<file path="src/hdl/gdfs_pkg.sv">
// Shared constants, codes and controller/datapath interface types for the
// graph depth-first search core. No dependencies.
`default_nettype none

package gdfs_pkg;

   localparam int MAX_VERTICES = 16;
   localparam int MAX_DEGREE   = 8;

   localparam int OP_W     = 2;
   localparam int VERTEX_W = $clog2(MAX_VERTICES);
   localparam int SLOT_W   = $clog2(MAX_DEGREE);
   localparam int DEG_W    = $clog2(MAX_DEGREE + 1);
   localparam int DEPTH_W  = $clog2(MAX_VERTICES + 1);
   localparam int CFG_W    = 5;
   localparam int STATUS_W = 2;
   localparam int ADJ_AW   = VERTEX_W + SLOT_W;
   localparam int ADJ_DEPTH = MAX_VERTICES * MAX_DEGREE;

   localparam logic [CFG_W-1:0] VCOUNT_RESET = CFG_W'(16);

   localparam logic [OP_W-1:0] OP_CLEAR = 2'd0;
   localparam logic [OP_W-1:0] OP_ADD   = 2'd1;
   localparam logic [OP_W-1:0] OP_TRAV  = 2'd2;
   localparam logic [OP_W-1:0] OP_PATH  = 2'd3;

   localparam logic [STATUS_W-1:0] ST_OK      = 2'd0;
   localparam logic [STATUS_W-1:0] ST_NO_PATH = 2'd1;
   localparam logic [STATUS_W-1:0] ST_RANGE   = 2'd2;
   localparam logic [STATUS_W-1:0] ST_FULL    = 2'd3;

   typedef struct packed {
      logic                latch_req;
      logic                clear_deg;
      logic                load_da;
      logic                load_db;
      logic                edge_wr1;
      logic                edge_wr2;
      logic                start;
      logic                fetch;
      logic                pop;
      logic                push;
      logic                out_load;
      logic                out_status_only;
      logic [STATUS_W-1:0] out_status;
   } gdfs_cmd_type;

   typedef struct packed {
      logic [OP_W-1:0] opcode;
      logic            a_ok;
      logic            b_ok;
      logic            edge_full;
      logic            start_is_target;
      logic            stack_empty;
      logic            has_next;
      logic            nb_new;
      logic            nb_is_target;
      logic            emit_last;
      logic            out_free;
   } gdfs_stat_type;

endpackage

`default_nettype wire

</file>
<file path="src/hdl/gdfs_ram.sv">
// Generic single-port-write, single-port-read RAM with registered read data.
// No dependencies.
`default_nettype none

module gdfs_ram #(
   parameter int WIDTH = 4,
   parameter int DEPTH = 128
) (
   input  wire logic                     clock,
   input  wire logic                     wr_en,
   input  wire logic [$clog2(DEPTH)-1:0] wr_addr,
   input  wire logic [WIDTH-1:0]         wr_data,
   input  wire logic                     rd_en,
   input  wire logic [$clog2(DEPTH)-1:0] rd_addr,
   output      logic [WIDTH-1:0]         rd_data
);

   logic [WIDTH-1:0] mem_ff [DEPTH];
   logic [WIDTH-1:0] rd_data_ff;

   always_ff @(posedge clock) begin
      if (wr_en) begin
         mem_ff[wr_addr] <= wr_data;
      end
      if (rd_en) begin
         rd_data_ff <= mem_ff[rd_addr];
      end
   end

   assign rd_data = rd_data_ff;

endmodule

`default_nettype wire

</file>
<file path="src/hdl/gdfs_datapath.sv">
// Datapath of the search core: request and config registers, degree counts,
// adjacency RAM, visit marks, walk stack, preorder buffer and result register.
// Depends on gdfs_pkg and gdfs_ram.
`default_nettype none

module gdfs_datapath import gdfs_pkg::*; (
   input  wire logic                clock,
   input  wire logic                reset,
   input  wire logic [OP_W-1:0]     req_opcode,
   input  wire logic [VERTEX_W-1:0] req_vertex_a,
   input  wire logic [VERTEX_W-1:0] req_vertex_b,
   input  wire logic                csr_valid,
   input  wire logic [CFG_W-1:0]    csr_vertex_count,
   input  wire logic                rsp_ready,
   output      logic                rsp_valid,
   output      logic [VERTEX_W-1:0] rsp_vertex_out,
   output      logic                rsp_last_of_run,
   output      logic [STATUS_W-1:0] rsp_status,
   input  wire gdfs_cmd_type        cmd,
   output      gdfs_stat_type       stat
);

   logic [OP_W-1:0]         op_ff;
   logic [VERTEX_W-1:0]     a_ff;
   logic [VERTEX_W-1:0]     b_ff;
   logic [CFG_W-1:0]        vcount_ff;
   logic [DEG_W-1:0]        deg_ff [MAX_VERTICES];
   logic [DEG_W-1:0]        da_ff;
   logic [DEG_W-1:0]        db_ff;
   logic [MAX_VERTICES-1:0] visited_ff;
   logic [VERTEX_W-1:0]     stk_v_ff [MAX_VERTICES];
   logic [DEG_W-1:0]        stk_i_ff [MAX_VERTICES];
   logic [VERTEX_W-1:0]     order_ff [MAX_VERTICES];
   logic [DEPTH_W-1:0]      depth_ff;
   logic [DEPTH_W-1:0]      n_ff;
   logic [VERTEX_W-1:0]     emit_ff;
   logic                    rsp_valid_ff;
   logic [VERTEX_W-1:0]     rsp_vertex_ff;
   logic                    rsp_last_ff;
   logic [STATUS_W-1:0]     rsp_status_ff;

   logic [CFG_W-1:0]    lim;
   logic                self_loop;
   logic                is_path;
   logic [DEG_W:0]      da_plus2;
   logic [VERTEX_W-1:0] top;
   logic [VERTEX_W-1:0] stk_rv;
   logic [DEG_W-1:0]    top_idx;
   logic [DEG_W-1:0]    deg_rd;
   logic [DEPTH_W-1:0]  emit_count;
   logic [VERTEX_W-1:0] emit_vertex;
   logic                ram_we;
   logic [ADJ_AW-1:0]   ram_waddr;
   logic [VERTEX_W-1:0] ram_wdata;
   logic [ADJ_AW-1:0]   ram_raddr;
   logic [VERTEX_W-1:0] nb;

   // Request and configuration registers.
   always_ff @(posedge clock) begin
      if (cmd.latch_req) begin
         op_ff <= req_opcode;
         a_ff  <= req_vertex_a;
         b_ff  <= req_vertex_b;
      end
   end

   always_ff @(posedge clock) begin
      if (reset) begin
         vcount_ff <= VCOUNT_RESET;
      end else if (csr_valid) begin
         vcount_ff <= csr_vertex_count;
      end
   end

   assign lim       = (vcount_ff > CFG_W'(MAX_VERTICES)) ? CFG_W'(MAX_VERTICES) : vcount_ff;
   assign self_loop = (a_ff == b_ff);
   assign is_path   = (op_ff == OP_PATH);
   assign da_plus2  = (DEG_W+1)'(da_ff) + (DEG_W+1)'(2);

   // Stack top entry and the degree of its vertex.
   assign top     = VERTEX_W'(depth_ff - DEPTH_W'(1));
   assign stk_rv  = stk_v_ff[top];
   assign top_idx = stk_i_ff[top];
   assign deg_rd  = deg_ff[stk_rv];

   always_ff @(posedge clock) begin
      if (cmd.load_da) begin
         da_ff <= deg_ff[a_ff];
      end
      if (cmd.load_db) begin
         db_ff <= deg_ff[b_ff];
      end
   end

   always_ff @(posedge clock) begin
      if (reset || cmd.clear_deg) begin
         for (int k = 0; k < MAX_VERTICES; k++) begin
            deg_ff[k] <= '0;
         end
      end else begin
         if (cmd.edge_wr1) begin
            deg_ff[a_ff] <= self_loop ? DEG_W'(da_plus2) : DEG_W'(da_ff + DEG_W'(1));
         end
         if (cmd.edge_wr2 && !self_loop) begin
            deg_ff[b_ff] <= DEG_W'(db_ff + DEG_W'(1));
         end
      end
   end

   // Adjacency store: slot address is vertex then list position.
   always_comb begin
      ram_we    = cmd.edge_wr1 || cmd.edge_wr2;
      ram_waddr = {a_ff, da_ff[SLOT_W-1:0]};
      ram_wdata = b_ff;
      if (cmd.edge_wr2) begin
         ram_wdata = a_ff;
         if (self_loop) begin
            ram_waddr = {a_ff, SLOT_W'(da_ff[SLOT_W-1:0] + SLOT_W'(1))};
         end else begin
            ram_waddr = {b_ff, db_ff[SLOT_W-1:0]};
         end
      end
   end

   assign ram_raddr = {stk_rv, top_idx[SLOT_W-1:0]};

   gdfs_ram #(
      .WIDTH (VERTEX_W),
      .DEPTH (ADJ_DEPTH)
   ) u_adj_ram (
      .clock   (clock),
      .wr_en   (ram_we),
      .wr_addr (ram_waddr),
      .wr_data (ram_wdata),
      .rd_en   (cmd.fetch),
      .rd_addr (ram_raddr),
      .rd_data (nb)
   );

   // Walk control state.
   always_ff @(posedge clock) begin
      if (reset) begin
         visited_ff <= '0;
         depth_ff   <= '0;
         n_ff       <= '0;
         emit_ff    <= '0;
      end else if (cmd.start) begin
         visited_ff <= {{(MAX_VERTICES-1){1'b0}}, 1'b1} << a_ff;
         depth_ff   <= DEPTH_W'(1);
         n_ff       <= DEPTH_W'(1);
         emit_ff    <= '0;
      end else begin
         if (cmd.pop) begin
            depth_ff <= depth_ff - DEPTH_W'(1);
         end
         if (cmd.push) begin
            visited_ff[nb] <= 1'b1;
            depth_ff       <= depth_ff + DEPTH_W'(1);
            if (!is_path) begin
               n_ff <= n_ff + DEPTH_W'(1);
            end
         end
         if (cmd.out_load && !cmd.out_status_only) begin
            emit_ff <= emit_ff + VERTEX_W'(1);
         end
      end
   end

   // Stack entries and the preorder buffer.
   always_ff @(posedge clock) begin
      if (cmd.start) begin
         stk_v_ff[0] <= a_ff;
         stk_i_ff[0] <= '0;
         order_ff[0] <= a_ff;
      end else begin
         if (cmd.fetch) begin
            stk_i_ff[top] <= top_idx + DEG_W'(1);
         end
         if (cmd.push) begin
            stk_v_ff[depth_ff[VERTEX_W-1:0]] <= nb;
            stk_i_ff[depth_ff[VERTEX_W-1:0]] <= '0;
            if (!is_path) begin
               order_ff[n_ff[VERTEX_W-1:0]] <= nb;
            end
         end
      end
   end

   // A path is sent from the bottom of the stack up.
   assign emit_count  = is_path ? depth_ff : n_ff;
   assign emit_vertex = is_path ? stk_v_ff[emit_ff] : order_ff[emit_ff];

   // Result register.
   always_ff @(posedge clock) begin
      if (reset) begin
         rsp_valid_ff <= 1'b0;
      end else if (cmd.out_load) begin
         rsp_valid_ff <= 1'b1;
      end else if (rsp_ready) begin
         rsp_valid_ff <= 1'b0;
      end
   end

   always_ff @(posedge clock) begin
      if (cmd.out_load) begin
         rsp_vertex_ff <= cmd.out_status_only ? '0 : emit_vertex;
         rsp_last_ff   <= cmd.out_status_only ? 1'b1 : stat.emit_last;
         rsp_status_ff <= cmd.out_status;
      end
   end

   assign rsp_valid       = rsp_valid_ff;
   assign rsp_vertex_out  = rsp_vertex_ff;
   assign rsp_last_of_run = rsp_last_ff;
   assign rsp_status      = rsp_status_ff;

   always_comb begin
      stat.opcode          = op_ff;
      stat.a_ok            = CFG_W'(a_ff) < lim;
      stat.b_ok            = CFG_W'(b_ff) < lim;
      stat.edge_full       = self_loop ? (da_plus2 > (DEG_W+1)'(MAX_DEGREE))
                                       : (da_ff >= DEG_W'(MAX_DEGREE) ||
                                          db_ff >= DEG_W'(MAX_DEGREE));
      stat.start_is_target = self_loop;
      stat.stack_empty     = (depth_ff == '0);
      stat.has_next        = (top_idx < deg_rd);
      stat.nb_new          = !visited_ff[nb];
      stat.nb_is_target    = (nb == b_ff);
      stat.emit_last       = ((DEPTH_W'(emit_ff) + DEPTH_W'(1)) == emit_count);
      stat.out_free        = !rsp_valid_ff || rsp_ready;
   end

endmodule

`default_nettype wire

</file>
<file path="src/hdl/gdfs_ctrl.sv">
// Controller state machine of the search core: sequences edge updates, the
// depth-first walk and result transfers. Depends on gdfs_pkg.
`default_nettype none

module gdfs_ctrl import gdfs_pkg::*; (
   input  wire logic          clock,
   input  wire logic          reset,
   input  wire logic          req_valid,
   output      logic          req_ready,
   input  wire gdfs_stat_type stat,
   output      gdfs_cmd_type  cmd
);

   localparam logic [3:0] S_IDLE      = 4'd0;
   localparam logic [3:0] S_DECODE    = 4'd1;
   localparam logic [3:0] S_RESULT    = 4'd2;
   localparam logic [3:0] S_EDGE_RD_A = 4'd3;
   localparam logic [3:0] S_EDGE_RD_B = 4'd4;
   localparam logic [3:0] S_EDGE_CHK  = 4'd5;
   localparam logic [3:0] S_EDGE_WR1  = 4'd6;
   localparam logic [3:0] S_EDGE_WR2  = 4'd7;
   localparam logic [3:0] S_START     = 4'd8;
   localparam logic [3:0] S_FETCH     = 4'd9;
   localparam logic [3:0] S_CHECK     = 4'd10;
   localparam logic [3:0] S_EMIT      = 4'd11;

   logic [3:0]          state_ff;
   logic [3:0]          state_in;
   logic [STATUS_W-1:0] status_ff;
   logic [STATUS_W-1:0] status_in;
   logic                is_path;

   assign is_path   = (stat.opcode == OP_PATH);
   assign req_ready = (state_ff == S_IDLE);

   always_comb begin
      state_in  = state_ff;
      status_in = status_ff;
      cmd       = '0;
      case (state_ff)
         S_IDLE: begin
            if (req_valid) begin
               cmd.latch_req = 1'b1;
               state_in      = S_DECODE;
            end
         end
         S_DECODE: begin
            case (stat.opcode)
               OP_CLEAR: begin
                  cmd.clear_deg = 1'b1;
                  status_in     = ST_OK;
                  state_in      = S_RESULT;
               end
               OP_ADD: begin
                  if (!stat.a_ok || !stat.b_ok) begin
                     status_in = ST_RANGE;
                     state_in  = S_RESULT;
                  end else begin
                     state_in = S_EDGE_RD_A;
                  end
               end
               OP_TRAV: begin
                  if (!stat.a_ok) begin
                     status_in = ST_RANGE;
                     state_in  = S_RESULT;
                  end else begin
                     state_in = S_START;
                  end
               end
               default: begin
                  if (!stat.a_ok || !stat.b_ok) begin
                     status_in = ST_RANGE;
                     state_in  = S_RESULT;
                  end else begin
                     state_in = S_START;
                  end
               end
            endcase
         end
         S_RESULT: begin
            if (stat.out_free) begin
               cmd.out_load        = 1'b1;
               cmd.out_status_only = 1'b1;
               cmd.out_status      = status_ff;
               state_in            = S_IDLE;
            end
         end
         S_EDGE_RD_A: begin
            cmd.load_da = 1'b1;
            state_in    = S_EDGE_RD_B;
         end
         S_EDGE_RD_B: begin
            cmd.load_db = 1'b1;
            state_in    = S_EDGE_CHK;
         end
         S_EDGE_CHK: begin
            if (stat.edge_full) begin
               status_in = ST_FULL;
               state_in  = S_RESULT;
            end else begin
               state_in = S_EDGE_WR1;
            end
         end
         S_EDGE_WR1: begin
            cmd.edge_wr1 = 1'b1;
            state_in     = S_EDGE_WR2;
         end
         S_EDGE_WR2: begin
            cmd.edge_wr2 = 1'b1;
            status_in    = ST_OK;
            state_in     = S_RESULT;
         end
         S_START: begin
            cmd.start = 1'b1;
            if (is_path && stat.start_is_target) begin
               state_in = S_EMIT;
            end else begin
               state_in = S_FETCH;
            end
         end
         S_FETCH: begin
            if (stat.stack_empty) begin
               if (is_path) begin
                  status_in = ST_NO_PATH;
                  state_in  = S_RESULT;
               end else begin
                  state_in = S_EMIT;
               end
            end else if (stat.has_next) begin
               cmd.fetch = 1'b1;
               state_in  = S_CHECK;
            end else begin
               cmd.pop = 1'b1;
            end
         end
         S_CHECK: begin
            // The neighbor read in the previous cycle is on the RAM output now.
            state_in = S_FETCH;
            if (stat.nb_new) begin
               cmd.push = 1'b1;
               if (is_path && stat.nb_is_target) begin
                  state_in = S_EMIT;
               end
            end
         end
         S_EMIT: begin
            if (stat.out_free) begin
               cmd.out_load   = 1'b1;
               cmd.out_status = ST_OK;
               if (stat.emit_last) begin
                  state_in = S_IDLE;
               end
            end
         end
         default: begin
            state_in = S_IDLE;
         end
      endcase
   end

   always_ff @(posedge clock) begin
      if (reset) begin
         state_ff  <= S_IDLE;
         status_ff <= ST_OK;
      end else begin
         state_ff  <= state_in;
         status_ff <= status_in;
      end
   end

endmodule

`default_nettype wire

</file>
<file path="src/hdl/graph_depth_first_search_core.sv">
// Top level of the graph depth-first search core: joins the controller and
// the datapath. Depends on gdfs_pkg, gdfs_ctrl and gdfs_datapath.
//
//   Channel  Direction  Handshake             Payload
//   req      in         req_valid/req_ready   req_opcode, req_vertex_a, req_vertex_b
//   rsp      out        rsp_valid/rsp_ready   rsp_vertex_out, rsp_last_of_run, rsp_status
//   csr      in         csr_valid/csr_ready   csr_vertex_count
//
// One request is worked at a time. Clear and add edge each end by loading
// a single result. A walk examines each adjacency entry with a RAM read
// and then a visit check, and pops the stack when the top vertex has no
// entry left; the single read port of the adjacency RAM sets its pace.
// Results then go out one per cycle while rsp_ready stays high.
// Reset is synchronous; it clears degrees, marks, the stack and the count
// register (to 16). The adjacency RAM is not cleared. A stalled rsp_ready
// holds the controller in its result states while a result waits in the
// output register; the walk itself never waits.
`default_nettype none

module graph_depth_first_search_core import gdfs_pkg::*; (
   input  wire logic                clock,
   input  wire logic                reset,
   input  wire logic                req_valid,
   output      logic                req_ready,
   input  wire logic [OP_W-1:0]     req_opcode,
   input  wire logic [VERTEX_W-1:0] req_vertex_a,
   input  wire logic [VERTEX_W-1:0] req_vertex_b,
   output      logic                rsp_valid,
   input  wire logic                rsp_ready,
   output      logic [VERTEX_W-1:0] rsp_vertex_out,
   output      logic                rsp_last_of_run,
   output      logic [STATUS_W-1:0] rsp_status,
   input  wire logic                csr_valid,
   output      logic                csr_ready,
   input  wire logic [CFG_W-1:0]    csr_vertex_count
);

   gdfs_cmd_type  cmd;
   gdfs_stat_type stat;

   // The count register takes every write transfer at once.
   assign csr_ready = 1'b1;

   gdfs_ctrl u_ctrl (
      .clock     (clock),
      .reset     (reset),
      .req_valid (req_valid),
      .req_ready (req_ready),
      .stat      (stat),
      .cmd       (cmd)
   );

   gdfs_datapath u_datapath (
      .clock            (clock),
      .reset            (reset),
      .req_opcode       (req_opcode),
      .req_vertex_a     (req_vertex_a),
      .req_vertex_b     (req_vertex_b),
      .csr_valid        (csr_valid),
      .csr_vertex_count (csr_vertex_count),
      .rsp_ready        (rsp_ready),
      .rsp_valid        (rsp_valid),
      .rsp_vertex_out   (rsp_vertex_out),
      .rsp_last_of_run  (rsp_last_of_run),
      .rsp_status       (rsp_status),
      .cmd              (cmd),
      .stat             (stat)
   );

endmodule

`default_nettype wire

</file>
<file path="config.mk">
export PLATFORM = sky130hd
export DESIGN_NAME = graph_depth_first_search_core
export DESIGN_NICKNAME = d
export VERILOG_FILES = /design/src/hdl/gdfs_pkg.sv /design/src/hdl/gdfs_ram.sv /design/src/hdl/gdfs_datapath.sv /design/src/hdl/gdfs_ctrl.sv /design/src/hdl/graph_depth_first_search_core.sv
export SDC_FILE = /design/constraint.sdc
export NUM_CORES = 1
export LEC_CHECK = 0
export BUFFER_PORTS_ARGS = -buffer_cell sky130_fd_sc_hd__buf_2
export CELL_PAD_IN_SITES_DETAIL_PLACEMENT = 0
export CELL_PAD_IN_SITES_GLOBAL_PLACEMENT = 1
export CORE_ASPECT_RATIO = 0.75
export CORE_UTILIZATION = 40
export CTS_CLUSTER_DIAMETER = 50
export DETAILED_ROUTE_END_ITERATION = 12
export PLACE_DENSITY_LB_ADDON = 0.12
export SYNTH_ARGS = -nofsm -noshare
export SYNTH_HDL_FRONTEND = slang
export SYNTH_HIERARCHICAL = 1
export SYNTH_SLANG_ARGS = --single-unit
</file>
<file path="constraint.sdc">
create_clock -name clock -period 10.3 [get_ports clock]
set_clock_uncertainty 0.15 [all_clocks]
set_input_delay 0.515 -clock clock [delete_from_list [all_inputs] [get_ports clock]]
set_output_delay 0.515 -clock clock [all_outputs]
set_load 0.05 [all_outputs]
</file>
; ---- Word level (Yosys, flattened, before mapping)
; Memories as Yosys holds them, arrays and structs flattened. A register that Yosys moved wholly into a read port is not among the register bits.
; Cells that the tools add are included.
[word_totals]
mem_bits_rw = 768
regBits = 59
input_bits = 20
output_inout_bits = 10
n_memories = 5
word_cells = 214
[memory_table]
columns = name, depth, word_bits, rd, rd_clocked_by_memory_dff, write_ports, line_no
row1 = u_datapath.u_adj_ram.mem_ff, 128, 4, 1, 1, 1, gdfs_ram.sv:18  ; logic [WIDTH-1:0] mem_ff [DEPTH];
row2 = u_datapath.deg_ff, 16, 4, 3, 2, 16, gdfs_datapath.sv:27  ; logic [DEG_W-1:0] deg_ff [MAX_VERTICES];
row3 = u_datapath.order_ff, 16, 4, 1, 1, 1, gdfs_datapath.sv:33  ; logic [VERTEX_W-1:0] order_ff [MAX_VERTICES];
row4 = u_datapath.stk_i_ff, 16, 4, 1, 0, 1, gdfs_datapath.sv:32  ; logic [DEG_W-1:0] stk_i_ff [MAX_VERTICES];
row5 = u_datapath.stk_v_ff, 16, 4, 2, 1, 1, gdfs_datapath.sv:31  ; logic [VERTEX_W-1:0] stk_v_ff [MAX_VERTICES];
[classes]
magnitude_cmp = 9
bitwise = 2
add_sub_neg = 10
muxes = 108
reduce_logical = 35
n_eq_ne = 28
n_shift = 1
[op_table]
columns = cell, n
row1 = two-way mux 4 bit, 30
row2 = two-way mux 1 bit, 53
row3 = case mux 4 bit (12 select lines), 1
row4 = two-way mux 16 bit, 2
row5 = OR reduction 4 bit, 6
row6 = two-way mux 5 bit, 4
row7 = two-way mux 2 bit, 9
row8 = "adder 4 x 1 -> 4 bit, second input constant", 4
row9 = "equality test 4 x 3 -> 1 bit, second input constant", 4
row10 = "equality test 4 bit, second input constant", 4
row11 = OR 16 bit, 1
row12 = "<< shifter 1 x 4 -> 16 bit, first input constant", 1
row13 = two-way mux 7 bit, 2
row14 = "!= test 2 bit, second input constant", 6
row15 = case mux 4 bit (3 select lines), 1
row16 = "adder 5 x 1 -> 5 bit, second input constant", 2
row17 = < comparator 4 x 5 -> 1 bit, 2
row18 = "equality test 4 x 2 -> 1 bit, second input constant", 2
row19 = equality test 4 bit, 2
row20 = "greater-or-equal comparator 4 bit, second input constant", 2
row21 = case mux 2 bit (4 select lines), 1
row22 = "!= test 3 bit, second input constant", 2
row23 = AND reduction 2 bit, 3
row24 = AND reduction 6 bit, 1
row25 = other kinds (32), 48

; ---- Logic depth before layout (Yosys ltp)
; An unclocked memory read counts as a cell.
[depth]
ltp_word = 13
mapped_depth = 32
mapped_depth_nobuf = 23

; ---- By module
; Netlist, hierarchy kept.
[modules_own_cells]
columns = module, area_each_um2, cells_per_inst, instances, seq_area_each_um2
row1 = gdfs_ram, 20233.2, 908, 1, 15494.9
row2 = gdfs_datapath, 16652.2, 1295, 1, 8598.2
row3 = gdfs_ctrl, 721.9, 94, 1, 120.1
row4 = graph_depth_first_search_core, 11.3, 2, 1, 0.0

; ---- Worst setup path before layout
; No wires, ideal clock.
[synth_timing]
path_type = register to register
from = register u_ctrl.state_ff[3]
to = memory u_datapath.u_adj_ram.mem_ff[0][0] (data pin)
setup_time_ns = 1.197
path_buffers = 4
stages_incl_launch_ff = 9
t_required_ns = 8.953
arrival_time_ns = 6.202
setup_slack_ns = 2.751
period_less_slack_ns = 7.549
cell_sequence = dfxtp_1 > clkbuf_4 > buf_6 > inv_4 > nand2_1 > nor2_1 > clkbuf_1 > clkbuf_1 > o21ai_0
[synth_rtl]
columns = element, line_no
row1 = "start, declared", gdfs_ctrl.sv:27  ; logic [3:0] state_ff;
row2 = "start signal, assigned", gdfs_ctrl.sv:166  ; state_ff <= state_in;
row3 = "end, declared", gdfs_ram.sv:18

==> out/metrics.csv <==
stage;metric;value;unit
clock_tree;number of H-tree levels;3;
sta;Pins Over Slew Limit;0;
power_and_ir_drop;fraction of power consumed by combinational cells;0.199;
clock_tree;Root Buffer Master;sky130_fd_sc_hd__clkbuf_16;
grt;pin count of the biggest net entering global routing;91;
worst_setup_path;destination of the worst register-to-register timing path;u_datapath/stk_i_ff[13][3];
cells_and_area;fin util;0.455;
worst_setup_path;worst-case register-to-register setup slack;2.22;ns
sta;unrepaired setup endpoints after global routing;false;
clock_tree;maximum clock path buffer count;3;
clock_tree;Post-CTS Setup Bufs;0;
die;Boundary Pins;30;
hold_path;destination of the worst hold path;u_datapath/vcount_ff[4];
route;Vias/cell;5.81;
synthesis;sequential fraction of the synthesis area;0.644;
route;DR DRC count;0;
synthesis;Post-Synthesis Cell Area;37600;sq um
flow_run;reported max-cap violation count;0;
worst_setup_path;CP startpoint kind;flop;
sta;minimum clock period;8.08;ns
route;violation count after the first detailed-route iteration;2220;
power_and_ir_drop;power per unit of standard cell area;221;nW/um^2
synthesis;net count of the mapped netlist;2342;
synthesis;post-synth top area cell;sky130_fd_sc_hd__edfxtp_1;
clock_tree;quantity of gates resized following cts;0;
cells_and_area;fin nets;2375;
route;wirelength, routed;98600;microns
clock_tree;quantity of hold-fixing buffers added after cts;15;
sta;worst relative slew slack;0.193;
die;area of the core;93200;sq um
synthesis;mean instance size in the synthesized netlist;16.4;sq um
clock_tree;clock slew at the register clock pins of the worst setup and hold paths;0.06;ns
grt;overall overflow remaining after global route;0;
cells_and_area;layout cells sized above 1;0.242;
synthesis;area share of fa/ha/maj cells after synthesis;0.00765;
synthesis;share of the synthesized netlist area taken by xor and xnor gates;0.00928;
run_status;run status;completed;
synthesis;EDFF count, synth;733;
worst_setup_path;logic depth of the worst register-to-register path;22;
route;first-pass iteration count of the detailed router;7;
route;Vias;21200;
die;starting utilization of the core area;0.404;
clock_tree;clock tree from TritonCTS;built;
hold_path;hold path startpoint;csr_valid;
sta;count of final setup violators;0;
power_and_ir_drop;Internal;6.67;mW
cells_and_area;Antenna Cells;0;
placement;DPL Wire Length;64900;microns
hold_path;path type of the worst min-delay path;input pin to flop;
die;overall die area;95300;sq um
synthesis;fraction of synthesized cell area taken by the top area cell type;0.585;
sta;accumulated negative setup slack;0;ns
worst_setup_path;crit-path max FO;30;
synthesis;leading post-synthesis cells by cell area;sky130_fd_sc_hd__edfxtp_1 (59%), sky130_fd_sc_hd__mux4_2 (17%), sky130_fd_sc_hd__dfxtp_1 (5.9%), sky130_fd_sc_hd__mux2i_1 (3.5%), sky130_fd_sc_hd__nor2_1 (2.4%);
synthesis;dominant cell by count in the synthesized netlist;sky130_fd_sc_hd__edfxtp_1;
grt;vias in the first global route;21100;
worst_setup_path;endpoint class of the critical path;flop;
synthesis;top_reg_cell synth;sky130_fd_sc_hd__edfxtp_1;
worst_setup_path;Worst EP required;10.64;ns
power_and_ir_drop;Power Total;9.36;mW
synthesis;Mapped Cells;2299;
clock_tree;CTS Buf Count;93;
synthesis;dominant combinational cell family by area after synthesis;multiplexers;
power_and_ir_drop;leakage dissipation;13.3;nW
die;number of placement rows;97;
route;post-detailed-route wirelength per cell;27.0;microns
synthesis;YS warnings;6;
synthesis;share of synthesized flip-flops with an asynchronous set or reset;0;
cells_and_area;area grow syn2layout;12.8;%
hold_path;count of cells along the worst hold path;2;
clock_tree;clk sink count;843;
sta;ratio of final minimum period to clock period;0.784;
die;horizontal extent of the die;356;microns
die;Die Ht;268;microns
grt;overall track demand over capacity in global routing;0.209;
sta;upper clock frequency limit;124;MHz
power_and_ir_drop;net switching power;2.69;mW
synthesis;total of flip-flops plus latches after synthesis;843;
clock_tree;later-pin clock latency in the skew report;0.66;ns
cells_and_area;post-route standard cell area excluding fillers;42400;sq um
placement;area of placed instances;39100;sq um
power_and_ir_drop;switching share of power;0.287;
synthesis;share of cell area taken by muxes after synthesis;0.213;
synthesis;most frequent cells after synthesis;sky130_fd_sc_hd__edfxtp_1 (733), sky130_fd_sc_hd__mux4_2 (284), sky130_fd_sc_hd__nor2_1 (240), sky130_fd_sc_hd__mux2i_1 (132), sky130_fd_sc_hd__dfxtp_1 (110);
placement;GPL Wtd Cong;0.837;
sta;slew at the pin closest to its max-slew limit;1.20;ns
synthesis;basic-gate share of the synthesized area counting and, or, nand and nor cells;0.0682;
grt;wire length of the first global-routing pass;146000;microns
route;number of antenna-violating nets in the routed design;0;
power_and_ir_drop;clock power share;0.369;
worst_setup_path;reg-to-reg critical path startpoint;u_datapath/depth_ff[1];
grt;number of antenna violations at the first check in global routing;0;
synthesis;share of the synthesized area in compound gates (AO/OA/AOI/OAI);0.0361;
placement;number of buffer cells added on primary ports;28;
worst_setup_path;data arrival time at the worst-slack endpoint;8.42;ns
power_and_ir_drop;Worst VDD drop;0.154;mV
synthesis;count of cell types in the netlist;80;
sta;worst hold slack across all endpoints;0.0540;ns
worst_setup_path;class of the most critical setup path;flop to flop;
power_and_ir_drop;relative contribution of sequential cells to total power;0.432;
sta;Final Hold Violating Endpoints;0;
-- worst max-delay path, cell delays in order, from the launching register on --
cell,delay (ns)
sky130_fd_sc_hd__dfxtp_1,0.60
sky130_fd_sc_hd__inv_2,0.21
sky130_fd_sc_hd__ha_1,1.08
sky130_fd_sc_hd__buf_4,0.40
sky130_fd_sc_hd__nor2_1,0.13
sky130_fd_sc_hd__a221o_1,0.40
sky130_fd_sc_hd__o21ai_4,0.66
sky130_fd_sc_hd__buf_4,0.59
sky130_fd_sc_hd__mux2i_1,0.15
sky130_fd_sc_hd__mux2_2,0.29
sky130_fd_sc_hd__ha_1,0.29
sky130_fd_sc_hd__a21oi_1,0.19
sky130_fd_sc_hd__nand3_1,0.10
sky130_fd_sc_hd__a31o_1,0.21
sky130_fd_sc_hd__nor4_1,0.17
sky130_fd_sc_hd__a211o_1,0.15
sky130_fd_sc_hd__nand2_1,0.05
sky130_fd_sc_hd__nor2_1,0.37
sky130_fd_sc_hd__nand2b_1,0.44
sky130_fd_sc_hd__or3_1,0.55
sky130_fd_sc_hd__nor2_1,0.37
sky130_fd_sc_hd__mux2i_1,0.27
sky130_fd_sc_hd__a21oi_1,0.06
-- power by group through the flow --
stage	logic (mW)	registers, mW	clock network, mW
after floorplan	1.25	4.12	0
after global placement	1.84	4.11	0
after detailed placement	1.87	4.11	0
after CTS	1.88	4.04	3.54
after global routing	2.00	4.05	3.65
final	1.87	4.04	3.45
-- worst max-delay path by stage --
stage	startpoint	endpoint	slack, ns	depth (start not counted)
finish	u_datapath/depth_ff[1]	u_datapath/stk_i_ff[13][3]	2.22	22
global route	u_datapath/depth_ff[1]	u_datapath/stk_i_ff[9][3]	1.70	22
CTS	u_datapath/depth_ff[1]	u_datapath/stk_i_ff[13][3]	2.18	22
detailed placement	u_datapath/depth_ff[1]	u_datapath/stk_i_ff[12][0]	2.21	22
global placement	u_datapath/depth_ff[1]	u_datapath/stk_i_ff[9][1]	2.53	22
floorplan	u_ctrl/state_ff[3]	u_datapath/u_adj_ram/mem_ff[0][0]	2.75	8
-- layout make-up --
class                      count  area [sq um]
timing repair buffer          99           711
clock buffer                 112          2510
fill                        8026         50800
inverter                      22          95.1
multi-input combinational   1273         12600
tap                         1237          1550
clock inverter                64           718
sequential                   843         24200
-- metal layers --
layer / track usage / routed length, microns
met1: 0.337 / 48900
met2: 0.285 / 40900
met3: 0.0399 / 6910
met4: 0.0515 / 1940
met5: 0 / 0
-- sequential cells by signal (all words and copies together) (netlist names), 4 cells and up, named ones only --
name / count
u_datapath/db_ff: 4
u_datapath/order_ff: 64
u_datapath/a_ff: 4
u_datapath/n_ff: 5
u_datapath/u_adj_ram/rd_data: 4
u_datapath/b_ff: 4
u_datapath/stk_i_ff: 64
u_datapath/stk_v_ff: 64
u_datapath/u_adj_ram/mem_ff: 512
u_datapath/visited_ff: 16
u_ctrl/state_ff: 4
u_datapath/depth_ff: 5
u_datapath/deg_ff: 64
u_datapath/vcount_ff: 5
u_datapath/da_ff: 4
u_datapath/emit_ff: 4
u_datapath/rsp_vertex_out: 4
-- kinds of logic (layout without fill, tap and decap cells) --
group / count (synthesis) / count (layout)
multiplexers: 442 / 442
AO/OA/AOI/OAI: 219 / 219
XOR/XNOR: 36 / 36
adder cells (fa/ha/maj): 23 / 23
flip-flops: 843 / 843
other: 1 / 1
buffers and inverters: 183 / 297
AND/OR/NAND/NOR: 552 / 552
-- layout by cell type (no fill, tap or decap), drive strengths merged, types with 38 or more instances in the layout --
cell and count:
clkbuf 112, mux2i 133, mux4 284, clkinv 38, nand3 50, buf 84, nor2 243, edfxtp 733
a21oi 85, nand2 106, o22ai 64, dfxtp 110
-- through the flow --
step | std cells | worst slack (ns)
2_1_floorplan | 2299 | 2.75
3_3_place_gp | 3459 | 2.53
3_5_place_dp | 3459 | 2.21
4_1_cts | 3650 | 2.18
5_1_grt | 3650 | 1.70
6_report | 3650 | 2.22
(Power assumes the default switching activity.)
